**src/sv/assert_macros.svh**
```systemverilog
// Assertion macros for the RTL that checks itself (the top level uses them).
// Depends on signals named clock and reset in the including module.
`ifndef ASSERT_MACROS_SVH
`define ASSERT_MACROS_SVH

// same-cycle implication, checked outside reset
`define ASSERT_IMPL(label, ante, cons) \
   label: assert property (@(posedge clock) disable iff (reset) (ante) |-> (cons)) \
      else $error("assertion failed");

// next-cycle implication, checked outside reset
`define ASSERT_NEXT(label, ante, cons) \
   label: assert property (@(posedge clock) disable iff (reset) (ante) |=> (cons)) \
      else $error("assertion failed");

`endif

```
**src/sv/wfu_pkg.sv**
```systemverilog
// Shared types, codes and constants of the frame unmasker.
// No dependencies; imported by every module of the block.
package wfu_pkg;

   localparam logic [1:0] KIND_PAYLOAD = 2'd0;
   localparam logic [1:0] KIND_REPLY   = 2'd1;
   localparam logic [1:0] KIND_STATUS  = 2'd2;

   localparam logic [1:0] STATUS_PROCESSED     = 2'd0;
   localparam logic [1:0] STATUS_CLOSE_HANDLED = 2'd1;
   localparam logic [1:0] STATUS_FRAME_ERROR   = 2'd2;
   localparam logic [1:0] STATUS_NOT_PROCESSED = 2'd3;

   localparam logic [3:0] OPCODE_TEXT  = 4'h1;
   localparam logic [3:0] OPCODE_CLOSE = 4'h8;

   localparam logic [6:0] MAX_PAYLOAD    = 7'd125;
   localparam logic [7:0] PAYLOAD_OFFSET = 8'd6;
   localparam logic [7:0] POSITION_MAX   = 8'd255;

   localparam logic [2:0] REPLY_LEN = 3'd4;
   localparam logic [7:0] CLOSE_REPLY_LAST = 8'hE9;

   typedef struct packed {
      logic       emit_payload;
      logic [7:0] payload_byte;
      logic       emit_status;
      logic [1:0] status;
      logic       close_reply;
   } plan_type;

   function automatic logic [7:0] close_reply_byte(input logic [1:0] idx);
      logic [7:0] result;
      case (idx)
         2'd0: result = 8'h88;
         2'd1: result = 8'h02;
         2'd2: result = 8'h03;
         default: result = CLOSE_REPLY_LAST;
      endcase
      return result;
   endfunction

endpackage

```
**src/sv/wfu_frame_parser.sv**
```systemverilog
// Frame parser: header, length and mask tracking, payload unmasking and
// end-of-buffer status. Depends on wfu_pkg.
module wfu_frame_parser import wfu_pkg::*; (
   input  logic       clock,
   input  logic       reset,
   input  logic       link_ready,
   input  logic       req_valid,
   output logic       req_stall,
   input  logic [7:0] req_data_byte,
   input  logic       req_end_of_buffer,
   input  logic       plan_ready,
   output logic       plan_load,
   output plan_type   plan
);

   logic [7:0] position_ff, position_in;
   logic       frame_error_ff, frame_error_in;
   logic       is_close_ff, is_close_in;
   logic       mask_present_ff, mask_present_in;
   logic [6:0] payload_length_ff, payload_length_in;
   logic [7:0] mask_ff [4];
   logic [7:0] mask_in [4];

   logic       accept;
   logic [7:0] payload_index;
   logic [1:0] mask_sel;
   logic [8:0] buffer_len;
   logic [8:0] needed_len;
   logic [3:0] opcode;

   assign req_stall     = !plan_ready;
   assign accept        = req_valid && plan_ready;
   assign opcode        = req_data_byte[3:0];
   assign payload_index = position_ff - PAYLOAD_OFFSET;
   assign mask_sel      = position_ff[1:0] + 2'd2;
   assign buffer_len    = {1'b0, position_ff} + 9'd1;
   assign needed_len    = {2'b00, payload_length_ff} + {1'b0, PAYLOAD_OFFSET};

   always_comb begin
      plan.emit_payload = (position_ff >= PAYLOAD_OFFSET)
                       && (payload_index < {1'b0, payload_length_ff})
                       && !frame_error_ff && !is_close_ff
                       && (payload_length_ff < MAX_PAYLOAD);
      plan.payload_byte = req_data_byte ^ mask_ff[mask_sel];
      plan.emit_status  = req_end_of_buffer;
      plan.close_reply  = 1'b0;
      if (!link_ready || position_ff < PAYLOAD_OFFSET) begin
         plan.status = STATUS_NOT_PROCESSED;
      end else if (frame_error_ff) begin
         plan.status = STATUS_FRAME_ERROR;
      end else if (buffer_len < needed_len) begin
         plan.status = STATUS_NOT_PROCESSED;
      end else if (payload_length_ff >= MAX_PAYLOAD) begin
         plan.status = STATUS_FRAME_ERROR;
      end else if (is_close_ff) begin
         plan.status      = STATUS_CLOSE_HANDLED;
         plan.close_reply = req_end_of_buffer;
      end else begin
         plan.status = STATUS_PROCESSED;
      end
   end

   assign plan_load = accept && (plan.emit_payload || plan.emit_status);

   always_comb begin
      position_in       = position_ff;
      frame_error_in    = frame_error_ff;
      is_close_in       = is_close_ff;
      mask_present_in   = mask_present_ff;
      payload_length_in = payload_length_ff;
      mask_in           = mask_ff;
      if (accept) begin
         if (position_ff == 8'd0) begin
            frame_error_in = !req_data_byte[7]
                          || (opcode != OPCODE_TEXT && opcode != OPCODE_CLOSE);
            is_close_in    = (opcode == OPCODE_CLOSE);
         end else if (position_ff == 8'd1) begin
            mask_present_in   = req_data_byte[7];
            payload_length_in = req_data_byte[6:0];
         end else if (position_ff < PAYLOAD_OFFSET) begin
            mask_in[mask_sel] = mask_present_ff ? req_data_byte : 8'd0;
         end
         if (position_ff != POSITION_MAX) begin
            position_in = position_ff + 8'd1;
         end
         if (req_end_of_buffer) begin
            position_in       = 8'd0;
            frame_error_in    = 1'b0;
            is_close_in       = 1'b0;
            mask_present_in   = 1'b0;
            payload_length_in = 7'd0;
            mask_in           = '{default: 8'd0};
         end
      end
   end

   always_ff @(posedge clock) begin
      if (reset) begin
         position_ff       <= 8'd0;
         frame_error_ff    <= 1'b0;
         is_close_ff       <= 1'b0;
         mask_present_ff   <= 1'b0;
         payload_length_ff <= 7'd0;
         mask_ff           <= '{default: 8'd0};
      end else begin
         position_ff       <= position_in;
         frame_error_ff    <= frame_error_in;
         is_close_ff       <= is_close_in;
         mask_present_ff   <= mask_present_in;
         payload_length_ff <= payload_length_in;
         mask_ff           <= mask_in;
      end
   end

endmodule

```
**src/sv/wfu_result_sequencer.sv**
```systemverilog
// Result sequencer: holds one item's plan and walks its results into the
// output register, one per cycle while rsp_stall is low. Depends on wfu_pkg.
module wfu_result_sequencer import wfu_pkg::*; (
   input  logic       clock,
   input  logic       reset,
   input  logic       plan_load,
   input  plan_type   plan,
   output logic       plan_ready,
   output logic       rsp_valid,
   input  logic       rsp_stall,
   output logic [1:0] rsp_out_kind,
   output logic [7:0] rsp_out_data,
   output logic [1:0] rsp_frame_status,
   output logic       rsp_last_of_run
);

   plan_type   plan_ff, plan_in;
   logic       plan_valid_ff, plan_valid_in;
   logic [2:0] step_ff, step_in;
   logic       rsp_valid_ff, rsp_valid_in;
   logic [1:0] kind_ff, kind_in;
   logic [7:0] data_ff, data_in;
   logic [1:0] status_ff, status_in;
   logic       last_ff, last_in;

   logic [2:0] count;
   logic       load_out;
   logic       final_step;

   assign count = {2'b00, plan_ff.emit_payload} + {2'b00, plan_ff.emit_status}
                + (plan_ff.close_reply ? REPLY_LEN : 3'd0);
   assign load_out   = plan_valid_ff && (!rsp_valid_ff || !rsp_stall);
   assign final_step = (step_ff == count - 3'd1);
   assign plan_ready = !plan_valid_ff || (load_out && final_step);

   always_comb begin
      plan_in       = plan_ff;
      plan_valid_in = plan_valid_ff;
      step_in       = step_ff;
      if (plan_load) begin
         plan_in       = plan;
         plan_valid_in = 1'b1;
         step_in       = 3'd0;
      end else if (load_out && final_step) begin
         plan_valid_in = 1'b0;
         step_in       = 3'd0;
      end else if (load_out) begin
         step_in = step_ff + 3'd1;
      end
   end

   always_comb begin
      rsp_valid_in = rsp_valid_ff;
      kind_in      = kind_ff;
      data_in      = data_ff;
      status_in    = status_ff;
      last_in      = last_ff;
      if (load_out) begin
         rsp_valid_in = 1'b1;
         last_in      = final_step;
         if (plan_ff.emit_payload && step_ff == 3'd0) begin
            kind_in   = KIND_PAYLOAD;
            data_in   = plan_ff.payload_byte;
            status_in = STATUS_PROCESSED;
         end else if (plan_ff.close_reply && step_ff < REPLY_LEN) begin
            kind_in   = KIND_REPLY;
            data_in   = close_reply_byte(step_ff[1:0]);
            status_in = STATUS_PROCESSED;
         end else begin
            kind_in   = KIND_STATUS;
            data_in   = 8'd0;
            status_in = plan_ff.status;
         end
      end else if (!rsp_stall) begin
         rsp_valid_in = 1'b0;
      end
   end

   always_ff @(posedge clock) begin
      if (reset) begin
         plan_valid_ff <= 1'b0;
         step_ff       <= 3'd0;
         rsp_valid_ff  <= 1'b0;
      end else begin
         plan_valid_ff <= plan_valid_in;
         step_ff       <= step_in;
         rsp_valid_ff  <= rsp_valid_in;
      end
   end

   always_ff @(posedge clock) begin
      plan_ff   <= plan_in;
      kind_ff   <= kind_in;
      data_ff   <= data_in;
      status_ff <= status_in;
      last_ff   <= last_in;
   end

   assign rsp_valid        = rsp_valid_ff;
   assign rsp_out_kind     = kind_ff;
   assign rsp_out_data     = data_ff;
   assign rsp_frame_status = status_ff;
   assign rsp_last_of_run  = last_ff;

endmodule

```
**src/sv/websocket_frame_unmasker.sv**
```systemverilog
// Top level of the frame unmasker: link-ready register, parser, sequencer.
// Depends on wfu_pkg, wfu_frame_parser, wfu_result_sequencer, assert_macros.svh.
//
//   channel  handshake              payload
//   req      req_valid/req_stall    req_data_byte, req_end_of_buffer
//   rsp      rsp_valid/rsp_stall    rsp_out_kind, rsp_out_data, rsp_frame_status,
//                                   rsp_last_of_run
//   csr      csr_write_enable       csr_write_data (link_ready)
//
// One byte per cycle when each byte gives at most one result and rsp_stall is
// low; a close frame's final byte gives five results (reply bytes and status).
// The first result of a byte goes through the plan register, then the output
// register, onto rsp. The plan and output registers set the rate; header bytes
// give no result and skip the plan register. Reset is synchronous and clears
// all control and frame state; rsp_stall backs up into req_stall.
`include "assert_macros.svh"

module websocket_frame_unmasker import wfu_pkg::*; (
   input  logic       clock,
   input  logic       reset,
   input  logic       csr_write_enable,
   input  logic       csr_write_data,
   input  logic       req_valid,
   output logic       req_stall,
   input  logic [7:0] req_data_byte,
   input  logic       req_end_of_buffer,
   output logic       rsp_valid,
   input  logic       rsp_stall,
   output logic [1:0] rsp_out_kind,
   output logic [7:0] rsp_out_data,
   output logic [1:0] rsp_frame_status,
   output logic       rsp_last_of_run
);

   logic     link_ready_ff, link_ready_in;
   logic     plan_ready;
   logic     plan_load;
   plan_type plan;

   assign link_ready_in = csr_write_enable ? csr_write_data : link_ready_ff;

   always_ff @(posedge clock) begin
      if (reset) begin
         link_ready_ff <= 1'b0;
      end else begin
         link_ready_ff <= link_ready_in;
      end
   end

   wfu_frame_parser u_parser (
      .clock             (clock),
      .reset             (reset),
      .link_ready        (link_ready_ff),
      .req_valid         (req_valid),
      .req_stall         (req_stall),
      .req_data_byte     (req_data_byte),
      .req_end_of_buffer (req_end_of_buffer),
      .plan_ready        (plan_ready),
      .plan_load         (plan_load),
      .plan              (plan)
   );

   wfu_result_sequencer u_sequencer (
      .clock            (clock),
      .reset            (reset),
      .plan_load        (plan_load),
      .plan             (plan),
      .plan_ready       (plan_ready),
      .rsp_valid        (rsp_valid),
      .rsp_stall        (rsp_stall),
      .rsp_out_kind     (rsp_out_kind),
      .rsp_out_data     (rsp_out_data),
      .rsp_frame_status (rsp_frame_status),
      .rsp_last_of_run  (rsp_last_of_run)
   );

   `ASSERT_IMPL(a_status_ends_run, rsp_valid && rsp_out_kind == KIND_STATUS, rsp_last_of_run)
   `ASSERT_IMPL(a_status_no_data, rsp_valid && rsp_out_kind == KIND_STATUS, rsp_out_data == 8'd0)
   `ASSERT_IMPL(a_data_zero_status, rsp_valid && rsp_out_kind != KIND_STATUS, rsp_frame_status == STATUS_PROCESSED)
   `ASSERT_NEXT(a_reply_then_close, rsp_valid && !rsp_stall && rsp_out_kind == KIND_REPLY && rsp_out_data == CLOSE_REPLY_LAST, rsp_valid && rsp_out_kind == KIND_STATUS && rsp_frame_status == STATUS_CLOSE_HANDLED)

endmodule

```
**config.mk**
```make
export PLATFORM = sky130hd
export DESIGN_NAME = websocket_frame_unmasker
export DESIGN_NICKNAME = d
export VERILOG_FILES = /design/src/sv/wfu_pkg.sv /design/src/sv/wfu_frame_parser.sv /design/src/sv/wfu_result_sequencer.sv /design/src/sv/websocket_frame_unmasker.sv
export VERILOG_INCLUDE_DIRS = /design/src /design/src/sv
export SDC_FILE = /design/constraint.sdc
export NUM_CORES = 1
export LEC_CHECK = 0
export BUFFER_PORTS_ARGS = -buffer_cell sky130_fd_sc_hd__buf_4
export CAP_MARGIN = 20
export CORE_MARGIN = 2
export CORE_UTILIZATION = 55
export CTS_BUF_LIST = sky130_fd_sc_hd__clkbuf_16
export DETAILED_ROUTE_END_ITERATION = 10
export GPL_TIMING_DRIVEN = 0
export PLACE_DENSITY = 0.76
export SYNTH_ARGS = -nofsm -noshare
export SYNTH_HDL_FRONTEND = slang
export SYNTH_SLANG_ARGS = --single-unit
```
**constraint.sdc**
```tcl
create_clock -name clock -period 5.4 [get_ports clock]
set_input_delay 0.54 -clock clock [delete_from_list [all_inputs] [get_ports clock]]
set_output_delay 0.54 -clock clock [all_outputs]
set_load 0.1 [all_outputs]
```
==> impl_metrics.env, run 1 <==
export IMPL_clkPwrFrac_pct=43.1
export IMPL_fin_skew_ps=6.40
export IMPL_ys_flop_type="dfxtp_1"
export IMPL_crit_chain="buf_1 -> inv_1 -> ha_1 -> ha_1 -> nand2_1 -> o21ai_0 -> a21oi_1 -> o21ai_0 -> a21oi_1 -> or3_1"
export IMPL_reg2reg_slack_ps=1940
export IMPL_final_cells=545
export IMPL_gp_congestion=0.876
export IMPL_leakagePower_nw=1.85
export IMPL_post_cts_buffers=0
export IMPL_hp_class="primary input to flop"
export IMPL_path_max_fanout=10
export IMPL_p_int_mw=1.06
export IMPL_timing_final_crit_share_pct=64.2
export IMPL_power_density_mw_per_mm2=292
export IMPL_tritoncts="done"
export IMPL_ys_top_cells_by_count="dfxtp_1 (56), nand2_1 (38), o2bb2ai_1 (32), edfxtp_1 (26), ha_1 (25)"
export IMPL_hpwl_microns=6670
export IMPL_maxCapViolCount=0
export IMPL_worstMarginPinSlew_ps=915
export IMPL_hp_start="req_end_of_buffer"
export IMPL_final_max_slew_viol_count=0
export IMPL_io_buffers=29
export IMPL_nets=478
export IMPL_placed_cell_area_sq_mm=0.00462
export IMPL_synth_lib_cells_used_distinct=61
export IMPL_cts_buffers=9
export IMPL_fp_dieH_microns=92.1
export IMPL_max_vdd_ir_drop_v=0.000147
export IMPL_reg2reg_to="u_sequencer.plan_ff[2]$_SDFFCE_PP1P_"
export IMPL_place_inst=529
export IMPL_r2r_cells=10
export IMPL_clkSlewWorstSetupHoldPaths_ps=60
export IMPL_synth_avg_cell_area_sq_um=10.7
export IMPL_rsz0062_at_grt="false"
export IMPL_async_flop_share_pct=0
export IMPL_start_kind="flop"
export IMPL_finalCriticalPeriod_ps=3460
export IMPL_max_slew_margin_rel_pct=38.6
export IMPL_drc=0
export IMPL_cp_top_family="buffers and inverters"
export IMPL_cpMaxStageDelayCell="buf_1"
export IMPL_synth_edf_count=26
export IMPL_via_per_inst=6.08
export IMPL_holdPathEnd="u_sequencer.plan_ff[3]$_DFFE_PP_"
export IMPL_cts_hold_buf=0
export IMPL_syn_nets=438
export IMPL_final_core_utilization_pct=64.7
export IMPL_seqPwrFrac_pct=45.8
export IMPL_r2r_start="u_parser.position_ff[0]$_SDFFE_PP0P_"
export IMPL_synth_cells=398
export IMPL_coreArea_sq_mm=0.00761
export IMPL_antenna_cells=0
export IMPL_outcome="finished, final reports clean"
export IMPL_yosysWarnings=0
export IMPL_yosysTopAreaCell="dfxtp_1"
export IMPL_routed_wl_microns=9520
export IMPL_min_path_cells=1
export IMPL_clockRootBuffer="clkbuf_16"
export IMPL_fmax_ghz=0.289
export IMPL_clk_path_buf_depth=2
export IMPL_yosysMostFrequentCell="dfxtp_1"
export IMPL_yosysSeqAreaShare_pct=44.5
export IMPL_grt_pass1_wl_microns=16100
export IMPL_rows=32
export IMPL_cp_buffers_inverters=2
export IMPL_critPathKind="flop to flop"
export IMPL_wire_per_inst_microns=17.5
export IMPL_nFillCells=622
export IMPL_num_vias=3316
export IMPL_drt_antenna_violating_nets=0
export IMPL_grt_start_max_net_pins=20
export IMPL_clock_sinks=82
export IMPL_p_comb_share_pct=11.1
export IMPL_drive_gt1_share_pct=19.0
export IMPL_crit_path_end_kind="flop"
export IMPL_grt_total_usage_pct=24.3
export IMPL_ys_ff_latch=82
export IMPL_io_pin_count=30
export IMPL_slowest_delay_ps=640
export IMPL_dr_pass1_iters=5
export IMPL_clk_latency_ps=340
export IMPL_synth_top_area_share_pct=26.2
export IMPL_antenna_found_initial=0
export IMPL_grt_overflow=0
export IMPL_cts_resized=0
export IMPL_drt_iter0_drc=196
export IMPL_area_growth_pct=15.1
export IMPL_power_switching_uw=379
export IMPL_htreeDepth=3
export IMPL_die_w_microns=92.1
export IMPL_whs_ps=424
export IMPL_design_area_sq_mm=0.00492
export IMPL_switching_share_pct=26.4
export IMPL_cp_required_ps=5480
export IMPL_hold_viol_final=0
export IMPL_grt_pass1_vias=3248
export IMPL_netlist_area_sq_mm=0.00427
export IMPL_setup_viol_count_final=0
export IMPL_start_util_pct=56.2
export IMPL_dieArea_sq_mm=0.00849
export IMPL_synthTopCellsByArea="dfxtp_1 (26%), edfxtp_1 (18%), ha_1 (7.3%)"
export IMPL_cp_data_arrival_time_ps=3540
export IMPL_tns_ps=0
## placed cells by master (no fill, tap or decap), types with 13 or more instances in the layout
cell type	instances
a21oi_1	19
buf_4	32
dfxtp_1	56
edfxtp_1	26
ha_1	25
inv_1	22
nand2_1	38
nand3_1	13
nor2_1	15
o2bb2ai_1	32
xnor2_1	15
xor2_1	13
## worst max path at each step
stage / startpoint / to / slack (ps) / depth (start not counted)
finish: u_parser.position_ff[0]$_SDFFE_PP0P_ / u_sequencer.plan_ff[2]$_SDFFCE_PP1P_ / 1940 / 10
global route: u_parser.position_ff[0]$_SDFFE_PP0P_ / u_sequencer.plan_ff[2]$_SDFFCE_PP1P_ / 1650 / 10
CTS: u_parser.position_ff[0]$_SDFFE_PP0P_ / u_sequencer.plan_ff[2]$_SDFFCE_PP1P_ / 1900 / 10
detailed placement: u_parser.position_ff[0]$_SDFFE_PP0P_ / u_sequencer.plan_ff[2]$_SDFFCE_PP1P_ / 1980 / 10
global placement: u_parser.position_ff[0]$_SDFFE_PP0P_ / u_sequencer.plan_ff[2]$_SDFFCE_PP1P_ / 1950 / 10
floorplan: u_sequencer.rsp_valid$_SDFFE_PP0P_ / req_stall / 2590 / 4
## sequential cells by signal, indices dropped and copies added (netlist names)
name / flops
u_sequencer.rsp_valid: 1
u_parser.is_close_ff: 1
u_sequencer.rsp_out_data: 8
link_ready_ff: 1
u_parser.payload_length_ff: 7
u_parser.position_ff: 8
u_parser.mask_ff: 32
u_parser.frame_error_ff: 1
u_sequencer.rsp_frame_status: 2
u_sequencer.rsp_out_kind: 2
u_sequencer.plan_valid_ff: 1
u_sequencer.plan_ff: 13
u_sequencer.rsp_last_of_run: 1
u_parser.mask_present_ff: 1
u_sequencer.step_ff: 3
## per-layer routing
| metal | global-route usage [%] | part of all wire, % | routed length (microns) | vias up |
|---|---|---|---|---|
| li1 | - | - | - | 1560 |
| met1 | 30.7 | 42 | 4030 | 1634 |
| met2 | 40.9 | 49 | 4690 | 105 |
| met3 | 4.85 | 6.4 | 605 | 17 |
| met4 | 9.95 | 2.0 | 189 | 0 |
| met5 | 0 | 0 | 0 | - |
## metrics by stage
stage	setup WS [ps]	power, mW
after floorplan	2590	0.784
after global placement	1950	0.827
after detailed placement	1980	0.830
after CTS	1900	1.44
after global routing	1650	1.48
final	1940	1.44
## power groups by stage
stage | sequential, mW | combinational, mW | clock [mW]
finish | 0.658 | 0.160 | 0.619
global route | 0.659 | 0.170 | 0.654
CTS | 0.658 | 0.159 | 0.624
detailed placement | 0.672 | 0.158 | 0
global placement | 0.671 | 0.155 | 0
floorplan | 0.710 | 0.0738 | 0
## worst register-to-register path: stages (launching register included)
cell and delay (ps):
dfxtp_1 510, buf_1 640, inv_1 210, ha_1 380, ha_1 290, nand2_1 40
o21ai_0 190, a21oi_1 90, o21ai_0 340, a21oi_1 150, or3_1 350
## kinds of logic after synthesis
| family | after synthesis | synth area share, % |
|---|---|---|
| xor+xnor | 28 | 5.74 |
| flops | 82 | 44.5 |
| buf+inv | 40 | 4.68 |
| mux | 12 | 5.15 |
| fa+ha+maj | 25 | 7.32 |
| simple gates | 110 | 13.7 |
| compound gates | 101 | 18.9 |
## area by class of cell
type | instances | area [sq um] | area share (%)
plain buffers | 18 | 118 | 2.39
clock buffers | 9 | 225 | 4.58
clock inverters | 7 | 75.1 | 1.53
inverters | 22 | 82.6 | 1.68
multi-input cells | 276 | 2170 | 44.1
flip-flops and latches | 82 | 1900 | 38.7
well taps | 102 | 128 | 2.59
repair buffers | 29 | 218 | 4.43
Power figures use the tool's default switching activity.
==> run 2, diff against run 1 <==
==> constraint.sdc (replaced) <==
create_clock -name clock -period 3.3 [get_ports clock]
set_input_delay 0.33 -clock clock [delete_from_list [all_inputs] [get_ports clock]]
set_output_delay 0.33 -clock clock [all_outputs]
set_load 0.1 [all_outputs]
==> run 2 against run 1 <==
Compared with the run above:
- combinational power rose by 64%
- register-to-register slack worse by 1700 ps
- global-route usage unchanged
- fmax grew 15%
- cell area increased by 0.10%
- clock power increased by 63%
- worst hold slack got worse by 210 ps
- clock skew is essentially flat
- via count hardly changed
- first-iteration DRC count down 1.5%
- largest power group unchanged
- highest routed layer unchanged
==> impl_metrics.env, run 2 (synthesized netlist as in run 1, its figures left out) <==
export IMPL_outcome="finished, final reports clean"
export IMPL_r2r_start="u_parser.position_ff[0]$_SDFFE_PP0P_"
export IMPL_maxCapViolCount=0
export IMPL_crit_path_end_kind="flop"
export IMPL_p_int_mw=1.73
export IMPL_setup_viol_count_final=0
export IMPL_drt_antenna_violating_nets=0
export IMPL_worstMarginPinSlew_ps=915
export IMPL_fin_skew_ps=6.41
export IMPL_wire_per_inst_microns=17.5
export IMPL_regArea_sq_mm=0.00190
export IMPL_clkSlewWorstSetupHoldPaths_ps=60
export IMPL_cts_hold_buf=0
export IMPL_antenna_cells=0
export IMPL_seqPwrFrac_pct=45.8
export IMPL_grt_pass1_vias=3248
export IMPL_routed_wl_microns=9560
export IMPL_r2r_cells=10
export IMPL_clkPwrFrac_pct=43.0
export IMPL_largest_reg_flops=32
export IMPL_final_cell_mix="dfxtp_1 (56), nand2_1 (38), buf_4 (32), o2bb2ai_1 (32), edfxtp_1 (26)"
export IMPL_clk_latency_ps=340
export IMPL_power_density_mw_per_mm2=478
export IMPL_multi_input_area_sq_mm=0.00217
export IMPL_grt_overflow=0
export IMPL_cp_required_ps=3380
export IMPL_p_comb_share_pct=11.2
export IMPL_drive_gt1_share_pct=19.4
export IMPL_drt_iter0_drc=193
export IMPL_cpMaxStageDelayCell="dfxtp_1"
export IMPL_timing_final_crit_share_pct=91.5
export IMPL_rsz0062_at_grt="false"
export IMPL_final_max_slew_viol_count=0
export IMPL_cts_buffers=9
export IMPL_final_common_cell="dfxtp_1"
export IMPL_top_regs="u_parser.mask_ff: 32 flops, u_sequencer.plan_ff: 13 flops"
export IMPL_cp_top_family="simple AND/OR/NAND/NOR gates"
export IMPL_hold_viol_final=0
export IMPL_dr_pass1_iters=4
export IMPL_via_per_inst=6.08
export IMPL_antenna_found_initial=0
export IMPL_grt_pass1_wl_microns=16100
export IMPL_drc=0
export IMPL_dieArea_sq_mm=0.00849
export IMPL_gp_congestion=0.876
export IMPL_max_vdd_ir_drop_v=0.000241
export IMPL_setup_slack_ps=280
export IMPL_clockRootBuffer="clkbuf_16"
export IMPL_io_pin_count=30
export IMPL_rows=32
export IMPL_num_vias=3314
export IMPL_coreArea_sq_mm=0.00761
export IMPL_top_register="u_parser.mask_ff"
export IMPL_cp_buffers_inverters=1
export IMPL_hp_class="primary input to flop"
export IMPL_nFillCells=622
export IMPL_tritoncts="done"
export IMPL_crit_chain="ha_1 -> clkbuf_1 -> nand2_1 -> nor2_1 -> xor2_1 -> ha_1 -> nand3_1 -> o21ai_1 -> a21oi_1 -> or3_1"
export IMPL_finalCriticalPeriod_ps=3020
export IMPL_nets=478
export IMPL_path_max_fanout=7
export IMPL_slowest_delay_ps=510
export IMPL_power_switching_uw=620
export IMPL_critPathKind="flop to flop"
export IMPL_switching_share_pct=26.4
export IMPL_holdPathEnd="u_sequencer.plan_ff[3]$_DFFE_PP_"
export IMPL_min_path_cells=1
export IMPL_fp_dieH_microns=92.1
export IMPL_grt_total_usage_pct=24.3
export IMPL_cp_data_arrival_time_ps=3100
export IMPL_hp_start="req_end_of_buffer"
export IMPL_clock_sinks=82
export IMPL_fmax_ghz=0.331
export IMPL_area_growth_pct=15.2
export IMPL_die_w_microns=92.1
export IMPL_max_slew_margin_rel_pct=38.6
export IMPL_p_total_mw=2.35
export IMPL_io_buffers=29
export IMPL_clk_path_buf_depth=2
export IMPL_leakagePower_nw=1.86
export IMPL_whs_ps=215
export IMPL_htreeDepth=3
export IMPL_pre_cts_slack_ps=-115
export IMPL_start_kind="flop"
export IMPL_reg2reg_to="u_sequencer.plan_ff[2]$_SDFFCE_PP1P_"
export IMPL_hpwl_microns=6670
export IMPL_grt_start_max_net_pins=20
export IMPL_start_util_pct=56.2
export IMPL_reg2reg_slack_ps=280
export IMPL_crit_top_cell="ha_1"
run 2: cell type report:
type                       instances  share of cell area (%)
tap                              102                    2.59
clock inverter                     7                    1.52
clock buffer                       9                    4.57
sequential                        82                    38.6
timing repair buffer              29                    4.42
inverter                          22                    1.68
buffer                            18                    2.49
multi-input combinational        276                    44.1
run 2: power groups by stage:
| stage | Clock (mW) | Sequential [mW] | Combinational [mW] |
|---|---|---|---|
| floorplan | 0 | 1.16 | 0.121 |
| global placement | 0 | 1.10 | 0.254 |
| detailed placement | 0 | 1.10 | 0.258 |
| CTS | 1.02 | 1.08 | 0.261 |
| global route | 1.07 | 1.08 | 0.279 |
| finish | 1.01 | 1.08 | 0.263 |
run 2: worst max-delay path by stage:
stage | from | end | cells past startpoint
after detailed placement | u_parser.position_ff[0]$_SDFFE_PP0P_ | u_sequencer.plan_ff[2]$_SDFFCE_PP1P_ | 10
after floorplan | u_parser.position_ff[0]$_SDFFE_PP0P_ | u_sequencer.plan_ff[2]$_SDFFCE_PP1P_ | 10
after global routing | u_parser.position_ff[1]$_SDFFE_PP0P_ | u_sequencer.plan_ff[9]$_DFFE_PP_ | 9
after CTS | u_parser.position_ff[1]$_SDFFE_PP0P_ | u_sequencer.plan_ff[2]$_SDFFCE_PP1P_ | 10
final | u_parser.position_ff[0]$_SDFFE_PP0P_ | u_sequencer.plan_ff[2]$_SDFFCE_PP1P_ | 10
after global placement | u_parser.position_ff[0]$_SDFFE_PP0P_ | u_sequencer.plan_ff[2]$_SDFFCE_PP1P_ | 10
run 2: through the flow:
| stage | util, % | area, sq um | TNS (ps) | std cells |
|---|---|---|---|---|
| after floorplan | - | 4270 | 0 | 398 |
| after global placement | 60.7 | 4620 | -275 | 529 |
| after detailed placement | 60.7 | 4620 | -178 | 529 |
| after CTS | 64.7 | 4920 | 0 | 545 |
| after global routing | 64.7 | 4920 | 0 | 545 |
| final | 64.7 | 4920 | 0 | 545 |
run 2: per-layer routing:
layer | vias to the layer above | routed length (microns) | track usage, %
met2 | 102 | 4720 | 40.9
met1 | 1632 | 4120 | 30.7
met4 | 0 | 172 | 9.95
met5 | - | 0 | 0
li1 | 1561 | - | -
met3 | 19 | 546 | 4.85
run 2: repair_timing:
| action | 4_1_cts | 5_1_grt |
|---|---|---|
| setup endpoints to repair | 3 | 19 |
| gates cloned | 0 | 0 |
| setup buffers | 0 | 0 |
| gates resized for setup | 1 | 3 |
